## config.mk

```make
export PLATFORM = sky130hd
export DESIGN_NAME = fkarm_cordic
export DESIGN_NICKNAME = d
export VERILOG_FILES = /design/src/sv/fkarm_pkg.sv /design/src/sv/fkarm_cordic.sv
export SDC_FILE = /design/constraint.sdc
export NUM_CORES = 2
export LEC_CHECK = 0
export BUFFER_PORTS_ARGS = -buffer_cell sky130_fd_sc_hd__buf_4
export CAP_MARGIN = 20
export CORE_ASPECT_RATIO = 2
export CORE_MARGIN = 2
export CORE_UTILIZATION = 55
export DETAILED_ROUTE_END_ITERATION = 10
export GPL_TIMING_DRIVEN = 0
export PLACE_DENSITY = 0.71
export SYNTH_ARGS = -nofsm -noshare
export SYNTH_HDL_FRONTEND = slang
export SYNTH_SLANG_ARGS = --single-unit
```

## constraint.sdc

```tcl
create_clock -name i_clk -period 5.2 [get_ports i_clk]
set_clock_uncertainty 0.15 [all_clocks]
set_input_delay 0 -clock i_clk [delete_from_list [all_inputs] [get_ports i_clk]]
set_output_delay 0 -clock i_clk [all_outputs]
set_load 0.02 [all_outputs]
```

## src/sv/fkarm_pkg.sv

```systemverilog
//------------------------------------------------------------------------------
// fkarm_pkg
// Shared types, constants and CORDIC angle table for the arm kinematics core.
//------------------------------------------------------------------------------
package fkarm_pkg;

    localparam int TRIG_BITS = 16;
    localparam int ANG_W     = 16;
    localparam int LEN_W     = 16;
    localparam int POS_W     = 19;
    localparam int Z_W       = 34;
    localparam int T_W       = TRIG_BITS + 3;
    localparam int POS_LIMIT = 196605;

    localparam logic [63:0] CORDIC_GAIN_Q32 = 64'd2608131496;
    localparam logic [63:0] GAIN_SUM =
        CORDIC_GAIN_Q32 + (64'd1 << (31 - TRIG_BITS));
    localparam logic [63:0] GAIN_SHR = GAIN_SUM >> (32 - TRIG_BITS);
    localparam logic signed [T_W-1:0] X_INIT = T_W'(GAIN_SHR);

    typedef logic [1:0] t_cfg_idx;
    localparam t_cfg_idx CFG_BASE  = 2'd0;
    localparam t_cfg_idx CFG_UPPER = 2'd1;
    localparam t_cfg_idx CFG_FORE  = 2'd2;

    typedef struct packed {
        logic signed [T_W-1:0] sin_v;
        logic signed [T_W-1:0] cos_v;
    } t_trig;

    function automatic logic [31:0] atan_turn(input int i);
        logic [31:0] r;
        case (i)
            0: r = 32'h20000000;  1: r = 32'h12E4051E;
            2: r = 32'h09FB385B;  3: r = 32'h051111D4;
            4: r = 32'h028B0D43;  5: r = 32'h0145D7E1;
            6: r = 32'h00A2F61E;  7: r = 32'h00517C55;
            8: r = 32'h0028BE53;  9: r = 32'h00145F2F;
            10: r = 32'h000A2F98; 11: r = 32'h000517CC;
            12: r = 32'h00028BE6; 13: r = 32'h000145F3;
            14: r = 32'h0000A2FA; 15: r = 32'h0000517D;
            16: r = 32'h000028BE; 17: r = 32'h0000145F;
            18: r = 32'h00000A30; 19: r = 32'h00000518;
            20: r = 32'h0000028C; 21: r = 32'h00000146;
            22: r = 32'h000000A3; 23: r = 32'h00000051;
            default: r = 32'h0;
        endcase
        return r;
    endfunction

endpackage

```

## src/sv/fkarm_cordic.sv

```systemverilog
//------------------------------------------------------------------------------
// fkarm_cordic
// Unrolled rotation-mode CORDIC, one register stage per iteration.
//------------------------------------------------------------------------------
module fkarm_cordic (
    input  logic                      i_clk,
    input  logic [fkarm_pkg::ANG_W-1:0] i_angle,
    output fkarm_pkg::t_trig          o_trig
);
    import fkarm_pkg::*;

    logic signed [T_W-1:0] r_x [0:TRIG_BITS];
    logic signed [T_W-1:0] r_y [0:TRIG_BITS];
    logic signed [Z_W-1:0] r_z [0:TRIG_BITS];
    logic                  r_f [0:TRIG_BITS];

    logic signed [Z_W-1:0] n_z0;
    logic                  n_f0;
    logic signed [Z_W-1:0] w_z;

    always_comb begin
        w_z  = Z_W'(signed'({i_angle, 16'h0000}));
        n_z0 = w_z;
        n_f0 = 1'b0;
        if (w_z > (Z_W'(1) <<< 30)) begin
            n_z0 = w_z - (Z_W'(1) <<< 31);
            n_f0 = 1'b1;
        end else if (w_z < -(Z_W'(1) <<< 30)) begin
            n_z0 = w_z + (Z_W'(1) <<< 31);
            n_f0 = 1'b1;
        end
    end

    always_ff @(posedge i_clk) begin
        r_x[0] <= X_INIT;
        r_y[0] <= '0;
        r_z[0] <= n_z0;
        r_f[0] <= n_f0;
    end

    for (genvar g = 0; g < TRIG_BITS; g++) begin : g_step
        localparam logic signed [Z_W-1:0] STEP = Z_W'(atan_turn(g));
        always_ff @(posedge i_clk) begin
            r_f[g+1] <= r_f[g];
            if (!r_z[g][Z_W-1]) begin
                r_x[g+1] <= r_x[g] - (r_y[g] >>> g);
                r_y[g+1] <= r_y[g] + (r_x[g] >>> g);
                r_z[g+1] <= r_z[g] - STEP;
            end else begin
                r_x[g+1] <= r_x[g] + (r_y[g] >>> g);
                r_y[g+1] <= r_y[g] - (r_x[g] >>> g);
                r_z[g+1] <= r_z[g] + STEP;
            end
        end
    end

    assign o_trig.cos_v = r_f[TRIG_BITS] ? -r_x[TRIG_BITS] : r_x[TRIG_BITS];
    assign o_trig.sin_v = r_f[TRIG_BITS] ? -r_y[TRIG_BITS] : r_y[TRIG_BITS];

endmodule

```

==> flow_metrics.tcl <==
set metrics [dict create \
    gr-usage-all-layers_pct 28.22 \
    drt_wl_total_mm 190.1 \
    fp.dieW_um 258.0 \
    number_of_placement_rows 186 \
    min_period_over_period_pct 97.67 \
    final_hold_fails 0 \
    global_route.overflow_total 0 \
    netlist.area_leader.share_pct 29.21 \
    post_synth.cell_area_avg_um2 8.702 \
    maxCapViolCount 0 \
    critPathRequiredTime_ps 5580 \
    final_max_slew_viol_count 0 \
    detailroute.via_count 59640 \
    io_buffer_count 54 \
    grt_setup_unrepaired "false" \
    drive_above_1_share_pct 4.302 \
    initial_utilization_pct 55.36 \
    root_buffer_cell "clkbuf_16" \
    cp_max_fo 22 \
    clock_path_buffers 3 \
    final.fill_count 11180 \
    drc 0 \
    hp-class "primary input to flip-flop" \
    synth_seq_area_share_pct 29.21 \
    crit_arrival_ps 5450 \
    cts_tree "yes" \
    wire_length_of_the_first_global_routing_pass_mm 296.9 \
    top_reg_cell_synth "dfxtp_1" \
    dp_worst_setup_slack_ps -364.2 \
    first_pass_iters 6 \
    synth-async-reset-ratio_pct 0 \
    layout_min_cycle_time_ps 5079 \
    post-dp-hpwl_mm 154.3 \
    drt_iter0_markers 2142 \
    worst_slew_pin_slew_ps 1143 \
    num-nets-final 9421 \
    tritoncts_num_sinks 1036 \
    synth.lib_cells_used.distinct 99 \
    clock_pin_transition_on_the_worst_setup_and_hold_timing_paths_ps 60 \
    synth_area_leader_cell "dfxtp_1" \
    finalWeightedCongestion 1.025 \
    post-route-cell-area_mm2 0.07762 \
    postLayoutSetupSlackWorst_ps 121.4 \
    maxSlewHeadroom_pct 23.24 \
    ys_top_cells_by_count "dfxtp_1 (1036), ha_1 (1007), a21oi_1 (748), xnor2_1 (699), nor2_1 (646)" \
    h_tree_depth 3 \
    first_global_vias 61160 \
    mean_routed_wirelength_per_cell_um 18.76 \
    synth.most_common_cell "dfxtp_1" \
    dieArea_mm2 0.1321 \
    final-setup-viol-count 0 \
    syn_inst 8158 \
    startpoint_type "flip-flop" \
    rr_startpoint "r_z[11][33]$_DFF_P_" \
    synth_edf_count 0 \
    number_of_antenna_violations_at_the_first_check_in_global_routing 3 \
    routed_via_density 5.886 \
    achievable-frequency_mhz 196.9 \
    area.growth.synth_to_final_pct 9.339 \
    yosys_warnings 0 \
    cp-end-kind "flip-flop" \
    numCtsBuffers 98 \
    ys_seq_elements 1036 \
    pin_count_of_the_biggest_net_entering_global_routing 34 \
    floorplan.io_pins 55 \
    antenna_left 0 \
    synthTopCellsByArea "dfxtp_1 (29%), ha_1 (18%), xnor2_1 (8.6%)" \
    clock_insertion_delay_worst_skew_ps 750 \
    setup.worst_path.class "flip-flop to flip-flop" \
    post_synth_instance_area_mm2 0.07099 \
    area_inside_the_core_boundary_mm2 0.1282 \
    status "finished clean" \
    worst_hold_startpoint "i_angle[11]" \
    dieHeight_um 512.1 \
    dpl_cell_area_mm2 0.07363 \
    cp-startpoint "r_z[11][33]$_DFF_P_" \
]
## flip-flops by register name, indices dropped and copies added (netlist names)
register	cells
r_y	283
r_z	452
r_f	17
r_x	284
## kinds of logic after synthesis
group,after synthesis,share of synthesized area (%)
AO/OA/AOI/OAI,2284,20.82
adder cells (fa/ha/maj),1050,18.96
flip-flops,1036,29.21
buffers and inverters,583,3.098
multiplexers,65,0.9605
other,2,0.01058
AND/OR/NAND/NOR,2098,14.09
XOR/XNOR,1040,12.85
## cell type report
cell class                 instances  area (µm²)  share of cell area, %
antenna                            3       7.507               0.009671
buffer                           108       432.9                 0.5577
clock buffer                     129        2769                  3.567
clock inverter                    54       769.5                 0.9913
inverter                         472        1775                  2.287
multi-input combinational       6541       48090                  61.95
sequential                      1036       20750                  26.73
tap                             1692        2117                  2.727
timing repair buffer              96       905.9                  1.167
timing repair inverter             1       5.005               0.006447
## worst max-delay path: stages, from the launching register on
cell	delay, ps
dfxtp_1	660
buf_2	370
clkinv_1	510
buf_16	360
ha_1	340
nor2b_1	160
o31a_1	290
o211ai_1	340
a21oi_1	180
o311ai_1	520
a211oi_1	240
o21ai_0	280
mux2i_1	210
nand2_1	240
## metrics by stage
stage / TNS [ps] / instances / hold slack, ps / util, %
6_report: 0 / 10130 / 74.32 / 60.54
5_1_grt: 0 / 10130 / 75.73 / 60.53
4_1_cts: 0 / 10130 / 3.638 / 60.46
3_5_place_dp: -3809 / 9911 / -35.64 / 57.42
3_3_place_gp: -10130 / 9906 / -37.06 / 57.34
2_1_floorplan: 0 / 8160 / -122.3 / -
## final timing paths
check,cells past startpoint,slack (ps),end
worst max-delay path,13,120,r_z[12][32]$_DFF_P_
worst min-delay path,6,70,r_z[0][32]$_DFF_P_
worst max register to register,13,120,r_z[12][32]$_DFF_P_
worst min register to register,0,170,r_z[1][17]$_DFF_P_
## what timing repair did
action | in CTS | in global routing
hold endpoints to repair | 18 | 0
gates resized for setup | 11 | 23
endpoints found under the setup margin | 30 | 39
setup buffers | 0 | 2
cloned | 1 | 0
pin swaps | 0 | 0
hold buffers | 33 | 0
## cells in the final DEF (no fill, tap or decap), types with 98 or more instances in the layout
cell type and n:
ha_1 1007, inv_1 468, xor2_1 340, nand3_1 198, o21ai_0 382, o21bai_1 111, clkbuf_16 98, a21o_1 341
nor2_1 646, xnor2_1 699, nor3_1 229, a21oi_1 748, dfxtp_1 1026, nand2_1 463
## layer usage
metal / vias to the layer above / GRT usage [%] / part of all wire, %
li1: 29680 / - / -
met1: 27790 / 18.78 / 28
met2: 1308 / 59.15 / 57
met3: 871 / 4.220 / 3.0
met4: 0 / 30.27 / 12
met5: - / 0 / 0
Power is left out: the tool's default activity adds up to more than one toggle a clock period on the data nets, which glitch-free logic cannot reach.
